### src/rtl/core/wbps_pkg.sv
// shared types and constants of the wildcard byte pattern scanner
package wbps_pkg;

  // fixed sizes of the pattern registers
  localparam int REG_BYTES = 32;
  localparam int PAT_BITS  = REG_BYTES * 8;
  localparam int LEN_W     = 6;
  localparam int CNT_W     = 32;
  localparam logic [CNT_W-1:0] CNT_MAX = '1;

  // configuration register indexes
  typedef enum logic [2:0] {
    REG_PAT0 = 3'd0,
    REG_PAT1 = 3'd1,
    REG_PAT2 = 3'd2,
    REG_PAT3 = 3'd3,
    REG_CARE = 3'd4,
    REG_LEN  = 3'd5
  } cfg_reg_t;

  // pattern setup handed to every cell
  typedef struct packed {
    logic [PAT_BITS-1:0]  pattern;
    logic [REG_BYTES-1:0] care;
    logic [LEN_W-1:0]     len;
  } pat_cfg_t;

  // one result item
  typedef struct packed {
    logic             found;
    logic [CNT_W-1:0] offset;
  } result_t;

endpackage

### src/rtl/core/wildcard_byte_pattern_scanner_unit.sv
// top level of the wildcard byte pattern scanner
//
//  channel | signals                              | direction
//  --------+--------------------------------------+----------
//  cfg     | cfg_valid cfg_ready cfg_index cfg_data | in
//  in      | in_valid in_ready data_byte last_byte  | in
//  out     | out_valid out_ready found match_offset | out
//
// one byte item per cycle while in_ready is high; a result is queued when its item is taken.
// the compare is combinational: each cell checks the byte entering it.
// after reset and after each cfg write in_ready is low while
// the cells reload their aligned pattern bytes; cfg_ready is always high.
// results sit in a two-entry queue, and input also stalls when it is full.
module wildcard_byte_pattern_scanner_unit #(
  parameter int MAX_PATTERN_LEN = 32
) (
  input  logic                    clk,
  input  logic                    rst,
  input  logic                    cfg_valid,
  output logic                    cfg_ready,
  input  logic [2:0]              cfg_index,
  input  logic [63:0]             cfg_data,
  input  logic                    in_valid,
  output logic                    in_ready,
  input  logic [7:0]              data_byte,
  input  logic                    last_byte,
  output logic                    out_valid,
  input  logic                    out_ready,
  output logic                    found,
  output logic [31:0]             match_offset
);
  import wbps_pkg::*;

  localparam int NCELL = (MAX_PATTERN_LEN < REG_BYTES) ? MAX_PATTERN_LEN : REG_BYTES;
  localparam logic [LEN_W-1:0] LEN_CAP = LEN_W'(NCELL);

  // configuration registers
  logic [PAT_BITS-1:0]  pattern;
  logic [REG_BYTES-1:0] care_mask;
  logic [LEN_W-1:0]     pattern_length;
  logic                 settle;

  // scan state
  logic [CNT_W-1:0] bytes_seen;
  logic             reported;

  logic             cfg_fire;
  logic             in_fire;
  logic [LEN_W-1:0] eff_len;
  pat_cfg_t         cell_cfg;
  logic [7:0]       chain [NCELL+1];
  logic [NCELL-1:0] hits;
  logic [CNT_W-1:0] seen_inc;
  logic             match;
  logic             res_push;
  result_t          res_item;
  result_t          head_item;
  logic             q_full;

  assign cfg_ready = 1'b1;
  assign cfg_fire  = cfg_valid && cfg_ready;
  assign in_ready  = !settle && !q_full;
  assign in_fire   = in_valid && in_ready;

  // register writes
  always_ff @(posedge clk) begin
    if (rst) begin
      pattern        <= '0;
      care_mask      <= '1;
      pattern_length <= LEN_W'(1);
      settle         <= 1'b1;
    end else begin
      settle <= cfg_fire;
      if (cfg_fire) begin
        unique case (cfg_index)
          REG_PAT0: pattern[0*64 +: 64] <= cfg_data;
          REG_PAT1: pattern[1*64 +: 64] <= cfg_data;
          REG_PAT2: pattern[2*64 +: 64] <= cfg_data;
          REG_PAT3: pattern[3*64 +: 64] <= cfg_data;
          REG_CARE: care_mask <= cfg_data[REG_BYTES-1:0];
          REG_LEN:  pattern_length <= cfg_data[LEN_W-1:0];
          default:  ;
        endcase
      end
    end
  end

  // effective length: zero counts as one, capped at the window depth
  always_comb begin
    if (pattern_length == '0) begin
      eff_len = LEN_W'(1);
    end else if (pattern_length > LEN_CAP) begin
      eff_len = LEN_CAP;
    end else begin
      eff_len = pattern_length;
    end
    cell_cfg.pattern = pattern;
    cell_cfg.care    = care_mask;
    cell_cfg.len     = eff_len;
  end

  // row of window cells, newest byte enters cell 0
  assign chain[0] = data_byte;

  for (genvar j = 0; j < NCELL; j++) begin : g_cell
    wbps_cell #(
      .CELL_IDX(j)
    ) u_cell (
      .clk     (clk),
      .shift_en(in_fire),
      .byte_in (chain[j]),
      .cfg     (cell_cfg),
      .byte_out(chain[j+1]),
      .hit     (hits[j])
    );
  end

  // match decision for the incoming item
  always_comb begin
    seen_inc = (bytes_seen == CNT_MAX) ? bytes_seen : bytes_seen + CNT_W'(1);
    match    = (&hits) && (seen_inc >= CNT_W'(eff_len));
    res_item.found  = match;
    res_item.offset = match ? (seen_inc - CNT_W'(eff_len)) : '0;
    res_push        = in_fire && !reported && (match || last_byte);
  end

  // byte count and report flag, cleared by the last item of a scan
  always_ff @(posedge clk) begin
    if (rst) begin
      bytes_seen <= '0;
      reported   <= 1'b0;
    end else if (in_fire) begin
      if (last_byte) begin
        bytes_seen <= '0;
        reported   <= 1'b0;
      end else begin
        bytes_seen <= seen_inc;
        if (match) begin
          reported <= 1'b1;
        end
      end
    end
  end

  wbps_outq u_outq (
    .clk      (clk),
    .rst      (rst),
    .push     (res_push),
    .push_item(res_item),
    .pop_ready(out_ready),
    .pop_valid(out_valid),
    .pop_item (head_item),
    .full     (q_full)
  );

  assign found        = head_item.found;
  assign match_offset = head_item.offset;

endmodule

### src/rtl/core/wbps_cell.sv
// one window cell: holds a byte, passes it on, compares against its pattern byte
module wbps_cell #(
  parameter int CELL_IDX = 0
) (
  input  logic             clk,
  input  logic             shift_en,
  input  logic [7:0]       byte_in,
  input  wbps_pkg::pat_cfg_t cfg,
  output logic [7:0]       byte_out,
  output logic             hit
);
  import wbps_pkg::*;

  localparam logic [LEN_W-1:0] IDX = LEN_W'(CELL_IDX);

  logic [7:0]       win_byte;
  logic [7:0]       pat_sel;
  logic             care_sel;
  logic [7:0]       pat_sel_next;
  logic             care_sel_next;
  logic [LEN_W-1:0] pat_pos;

  // pattern byte that lines up with this window position: len-1-idx
  always_comb begin
    pat_pos       = cfg.len - LEN_W'(1) - IDX;
    pat_sel_next  = cfg.pattern[{pat_pos[4:0], 3'b000} +: 8];
    care_sel_next = (IDX < cfg.len) && cfg.care[pat_pos[4:0]];
  end

  // aligned pattern byte, reloaded every cycle
  always_ff @(posedge clk) begin
    pat_sel  <= pat_sel_next;
    care_sel <= care_sel_next;
  end

  // window byte moves one cell on each accepted item
  always_ff @(posedge clk) begin
    if (shift_en) begin
      win_byte <= byte_in;
    end
  end

  assign byte_out = win_byte;
  assign hit      = !care_sel || (byte_in == pat_sel);

endmodule

### src/rtl/core/wbps_outq.sv
// two-entry result queue between the scan logic and the output channel
module wbps_outq (
  input  logic              clk,
  input  logic              rst,
  input  logic              push,
  input  wbps_pkg::result_t push_item,
  input  logic              pop_ready,
  output logic              pop_valid,
  output wbps_pkg::result_t pop_item,
  output logic              full
);
  import wbps_pkg::*;

  result_t    entry [2];
  logic       wr_ptr;
  logic       rd_ptr;
  logic [1:0] count;
  logic       pop;

  assign pop       = pop_valid && pop_ready;
  assign pop_valid = (count != 2'd0);
  assign full      = (count == 2'd2);
  assign pop_item  = entry[rd_ptr];

  // pointers and fill level
  always_ff @(posedge clk) begin
    if (rst) begin
      wr_ptr <= 1'b0;
      rd_ptr <= 1'b0;
      count  <= 2'd0;
    end else begin
      if (push) begin
        wr_ptr <= !wr_ptr;
      end
      if (pop) begin
        rd_ptr <= !rd_ptr;
      end
      count <= count + 2'(push) - 2'(pop);
    end
  end

  // storage
  always_ff @(posedge clk) begin
    if (push) begin
      entry[wr_ptr] <= push_item;
    end
  end

endmodule

### config.mk
export PLATFORM = sky130hd
export DESIGN_NAME = wildcard_byte_pattern_scanner_unit
export DESIGN_NICKNAME = d
export VERILOG_FILES = /design/src/rtl/core/wbps_pkg.sv /design/src/rtl/core/wildcard_byte_pattern_scanner_unit.sv /design/src/rtl/core/wbps_cell.sv /design/src/rtl/core/wbps_outq.sv
export SDC_FILE = /design/constraint.sdc
export NUM_CORES = 2
export LEC_CHECK = 0
export ABC_AREA = 1
export BUFFER_PORTS_ARGS = -buffer_cell sky130_fd_sc_hd__buf_2
export CORE_ASPECT_RATIO = 1.1
export CORE_MARGIN = 2
export CORE_UTILIZATION = 30
export DETAILED_ROUTE_END_ITERATION = 6
export GPL_TIMING_DRIVEN = 0
export SYNTH_ARGS = -nofsm -noshare
export SYNTH_HDL_FRONTEND = slang
export SYNTH_SLANG_ARGS = --single-unit
### constraint.sdc
create_clock -name clk -period 24.2 [get_ports clk]
set_input_delay 7.26 -clock clk [delete_from_list [all_inputs] [get_ports clk]]
set_output_delay 7.26 -clock clk [all_outputs]
set_load 0.02 [all_outputs]
======== Yosys cells after proc, flatten, opt, wreduce, memory -nomap -nowiden ========
Memory sizes are Yosys's and may differ from the RTL's. A register that Yosys moved wholly into a read port is not among the register bits.
Cells that the tools add are included.
storage, ports and cells
  flip-flop bits (word level) ............. 868
  memory bits (writable) .................. 66
  bits of input ports ..................... 81
  word-level logic and storage cells ...... 476
  memories kept ........................... 1
memories
  name          words  bits a word  rd ports  clocked after memory_dff  write ports  RTL line         RTL
  u_outq.entry  2      33           1         1                         1            wbps_outq.sv:14  result_t entry [2];
operators by class
  add/sub/neg operators ................... 36
  $lt $le $gt $ge ......................... 66
  equality and inequality tests ........... 39
  shift operators ......................... 32
  mux-type cells .......................... 75
  reductions and logical operators ........ 120
operators with widths
  cell                                                                          count
  256-bit by 9-bit indexed part select with 8-bit output                        32
  8-bit == test                                                                 32
  5-bit by 6-bit less-than comparator with 1-bit output, second input constant  32
  1-bit binary-select mux with 5-bit select                                     32
  5-bit by 6-bit less-than comparator with 1-bit output, first input constant   16
  32-bit 2-to-1 mux                                                             3
  5-bit subtractor, second input constant                                       16
  4-bit by 6-bit less-than comparator with 1-bit output, first input constant   8
  5-bit by 4-bit subtractor with 5-bit output, second input constant            8
  1-bit logical AND                                                             38
  1-bit 2-to-1 mux                                                              38
  1-bit zero test                                                               37
  1-bit logical OR                                                              33
  32-bit by 1-bit adder with 32-bit output, second input constant               1
  32-bit == test, second input constant                                         1
  32-bit by 6-bit greater-or-equal comparator with 1-bit output                 1
  32-bit AND reduction                                                          1
  32-bit by 6-bit subtractor with 32-bit output                                 1
  3-bit by 6-bit less-than comparator with 1-bit output, first input constant   4
  5-bit by 3-bit subtractor with 5-bit output, second input constant            4
  2-bit AND reduction                                                           7
  1-bit by 6-bit less-than comparator with 1-bit output, first input constant   2
  2-bit by 6-bit less-than comparator with 1-bit output, first input constant   2
  6-bit 2-to-1 mux                                                              2
  12 further kinds                                                              17

======== Longest topological paths before layout ========
  word-level depth ........................ 9
  gate-level depth with buffers ........... 26
  mapped depth without buffers ............ 23

======== Hierarchy ========
From an unflattened synthesis, not the netlist that was laid out.
unflattened totals
  cells, all modules ...................... 24,411
  area total of the unflattened synthesis .. 128,869.8 um^2
modules (own cells, without submodules)
  module                              instances  cells each  area each (um^2)  sequential area each (um^2)
  wildcard_byte_pattern_scanner_unit  1          1,914       13,738.2          6,566.3
  wbps_cell at g_cell[10].u_cell      1          893         4,137.7           420.4
  wbps_cell at g_cell[23].u_cell      1          653         3,583.4           420.4
  wbps_cell at g_cell[7].u_cell       1          750         3,575.9           420.4
  wbps_cell at g_cell[6].u_cell       1          693         3,572.2           420.4
  wbps_cell at g_cell[15].u_cell      1          737         3,547.2           420.4
  wbps_cell at g_cell[9].u_cell       1          694         3,528.4           420.4
  wbps_cell at g_cell[1].u_cell       1          694         3,523.4           420.4
  wbps_cell at g_cell[22].u_cell      1          701         3,523.4           420.4
  wbps_cell at g_cell[28].u_cell      1          677         3,512.1           420.4
  wbps_cell at g_cell[24].u_cell      1          689         3,505.9           420.4
  wbps_cell at g_cell[19].u_cell      1          705         3,504.6           420.4
  wbps_cell at g_cell[3].u_cell       1          706         3,500.9           420.4
  wbps_cell at g_cell[5].u_cell       1          689         3,499.6           420.4
  +20 rows                            -          -           -                 -

======== Least setup slack after synthesis ========
No wires, ideal clock.
  kind .................................... input port to flip-flop
  from .................................... input in_valid
  to ...................................... register g_cell[0].u_cell.win_byte[0], enable pin
  data arrival time ....................... 12.231 ns
  required time ........................... 23.601 ns
  slack ................................... 11.369 ns
  stages .................................. 2
  path buffers ............................ 0
  path through ............................ nand2_1 > inv_1
between the ends
  word-level cells in the longest chain between the ends .. 1
RTL lines
  element                        RTL line                                  RTL
  start: declaration             wildcard_byte_pattern_scanner_unit.sv:23  input logic in_valid,
  1-bit logical AND              wildcard_byte_pattern_scanner_unit.sv:63  assign in_fire = in_valid && in_ready;
  net g_cell[0].u_cell.shift_en  wbps_cell.sv:6                            input logic shift_en,
  end signal: assignment         wbps_cell.sv:39                           win_byte <= byte_in;
  end: declaration               wbps_cell.sv:16                           logic [7:0] win_byte;
The timed path passes the listed nets, and every way through them passes these cells.
A chain may end at the register's enable or synchronous reset.

==> results.json <==
{
  "hold_slack_ns": 0.4474,
  "top_layer": "met5",
  "overflow": 0,
  "fmax_mhz": 102.4,
  "violations": "capacitance limit, slew limit",
  "wire_per_inst_um": 33.31,
  "hold_depth": 0,
  "ys_top_cells_by_area": "dfxtp_1 25%, edfxtp_1 19%, nand2_1 12%",
  "fin_nets": 6936,
  "max_stage_delay_ns": 0.52,
  "cts_buffers": 103,
  "crit_top_cell": "clkbuf_1",
  "grt_pass1_wl_um": 403500,
  "syn_nets": 6680,
  "wl_um": 306600,
  "cts_tree": "built",
  "setup_viol": 0,
  "start_util_pct": 30.20,
  "r2r_end": "g_cell[27].u_cell.pat_sel[4]$_DFF_P_",
  "ir_drop_uv": 74.35,
  "status": "finished with violations",
  "maxSlewViolCount": 35,
  "fin_setup_tns_ns": 0,
  "clk_pin_slew_ns": 0.06,
  "m1WireLength_um": 119700,
  "post_cts_buffers": 0,
  "grt_max_degree": 134,
  "crit_chain": "clkbuf_1 > clkbuf_1 > mux2_2 > buf_2",
  "clk_latency_ns": 0.81,
  "multiInputGateArea_sq_um": 24830,
  "power_density_nw_per_um2": 95.64,
  "root_buffer": "clkbuf_16",
  "register_area_sq_um": 21860,
  "rows": 157,
  "synth.cells.most_frequent": "1583 x nand2_1, 1016 x o21ai_0, 621 x dfxtp_1, 473 x nor2_1, 447 x inv_1",
  "ys_seq_area_share_pct": 43.51,
  "synth_top_cell_area_share_pct": 24.74,
  "max-clock-path-buffers": 3,
  "fp.dieW_um": 394.2,
  "numClockSinks": 935,
  "dp_hpwl_um": 257800,
  "syn_inst": 6576,
  "ys_types": 61,
  "routabilityCongestion": 1.128,
  "ys.flop_type": "dfxtp_1",
  "synthMostInstantiatedCell": "nand2_1",
  "die-area_sq_um": 170800,
  "timing.final.ws_setup_ns": 14.44,
  "dp_slack_ns": 13.74,
  "core_area_sq_um": 166400,
  "route.detailed.drc": 0,
  "die_h_um": 433.2,
  "ctsResizeCount": 0,
  "ys_ff_latch": 935,
  "max-slew-margin-rel_pct": -9.081,
  "totalPowerFinal_mw": 5.520,
  "finClkSkew_ns": 0.1233,
  "htree_levels": 3,
  "rsz0062_at_grt": "false",
  "synth_area_leader_cell": "dfxtp_1",
  "area_growth_pct": 14.86,
  "ios": 117,
  "drtIter0Drc": 5889,
  "crit_path_end_kind": "output port",
  "worst_ep_required_time_ns": 16.94,
  "wl_met3_um": 22720,
  "synth-edff-count": 314,
  "via_per_inst": 5.449,
  "critPathKind": "reg2out",
  "io_buffers": 114,
  "antenna_found_initial": 28,
  "first_global_vias": 46215,
  "hold_path_class": "reg2reg",
  "hold_buffers": 0,
  "crit_slowest_cell": "clkbuf_1",
  "vias": 50162,
  "worstSetupPathDepth": 4,
  "fillers": 17813,
  "firstDrtPassIters": 6,
  "power.leakage_nw": 24.08,
  "final_layout_size_suffix_gt1_share_pct": 9.899,
  "critPathLaunchType": "register",
  "hold_viol": 0,
  "wl_met2_um": 134700,
  "async_reset_ff_share_pct": 0,
  "syn_avg_cell_area_sq_um": 7.641,
  "crit_buf_inv": 3,
  "yosysWarnings": 0,
  "fin_crit_sh_pct": 40.35,
  "ant_nets": 0,
  "r2r_start": "pattern_length[1]$_SDFFE_PP0P_",
  "reg2regPathDepth": 19,
  "grt_usage_pct": 34.86,
  "utilization_pct": 34.69,
  "crit_fanout": 10,
  "critical-path-top-delay-family": "buffers and inverters",
  "maxCapViolCount": 14,
  "synth_area_sq_um": 50250,
  "reg2reg_slack_ns": 16.16,
  "fin_crit_ns": 9.764,
  "tightest_slew_ns": 1.619,
  "cp-endpoint": "match_offset[5]",
  "critPathArrivalTime_ns": 2.50
}
-- cell families after synthesis --
family          Yosys count  share of synthesized area, %
other cells               1                      0.007463
mux                     206                         4.186
compound gates         1647                         18.07
flops                   935                         43.51
simple gates           2647                         22.14
xor+xnor                236                         4.412
fa+ha+maj                23                        0.5877
buf+inv                 881                         7.097
-- flip-flops by register name (all words and copies together), names as in the netlist, named ones only --
signal / count
g_cell.u_cell.pat_sel: 256
pattern: 256
g_cell.u_cell.byte_out: 248
u_outq.entry: 66
bytes_seen: 32
care_mask: 32
g_cell.u_cell.care_sel: 32
pattern_length: 6
u_outq.count: 2
reported: 1
settle: 1
u_outq.rd_ptr: 1
u_outq.wr_ptr: 1
-- placed cells by master (no fill, tap or decap), types with 24 or more instances in the layout --
cell type / count
nand2_1: 1583
diode_2: 59
dfxtp_1: 621
o21ai_1: 85
mux2_2: 33
buf_1: 33
clkbuf_1: 248
mux2i_1: 173
buf_2: 218
nand3_1: 381
o21ai_0: 974
xor2_1: 24
inv_1: 446
inv_2: 31
clkbuf_16: 103
edfxtp_1: 314
nor2_1: 472
or2_2: 89
a21oi_1: 258
o211ai_1: 290
xnor2_1: 201
buf_4: 49
-- power by group --
| group | leakage, nW | total (mW) | switching (mW) | internal (mW) |
|---|---|---|---|---|
| Clock | 1.71 | 1.67 | 0.728 | 0.941 |
| Combinational | 14.4 | 1.83 | 1.33 | 0.498 |
| Sequential | 7.97 | 2.02 | 0.168 | 1.85 |
-- per-stage QoR --
step / instance area [sq um] / instances
CTS: 57510 / 9142
global route: 57690 / 9198
finish: 57710 / 9205
global placement: 53600 / 8916
floorplan: 50250 / 6576
detailed placement: 53950 / 8949
-- cell type report --
type                       instances  share of cell area (%)
clock inverter                    62                   1.357
clock buffer                     131                   4.822
tap                             2226                   4.826
antenna                           59                  0.2558
buffer                           397                   3.031
timing repair buffer             151                   1.648
multi-input combinational       4760                   43.02
sequential                       935                   37.88
inverter                         484                   3.161
-- how the worst min path moves through the flow --
stage | slack (ns) | start | endpoint
global route | 0.46 | g_cell[24].u_cell.byte_out[7]$_DFFE_PP_ | g_cell[25].u_cell.byte_out[7]$_DFFE_PP_
global placement | 0.43 | g_cell[18].u_cell.byte_out[6]$_DFFE_PP_ | g_cell[19].u_cell.byte_out[6]$_DFFE_PP_
finish | 0.45 | g_cell[6].u_cell.byte_out[2]$_DFFE_PP_ | g_cell[7].u_cell.byte_out[2]$_DFFE_PP_
floorplan | 0.43 | u_outq.rd_ptr$_SDFFE_PP0P_ | register
CTS | 0.42 | g_cell[24].u_cell.byte_out[7]$_DFFE_PP_ | g_cell[25].u_cell.byte_out[7]$_DFFE_PP_
detailed placement | 0.43 | g_cell[29].u_cell.byte_out[6]$_DFFE_PP_ | g_cell[30].u_cell.byte_out[6]$_DFFE_PP_
-- routing by layer --
metal,up-vias,GRT usage [%]
met5,-,0
met1,24504,41.96
met3,633,6.568
met2,2413,54.38
li1,22600,-
met4,12,28.35
No activity file was read; power rests on OpenSTA's default activity.
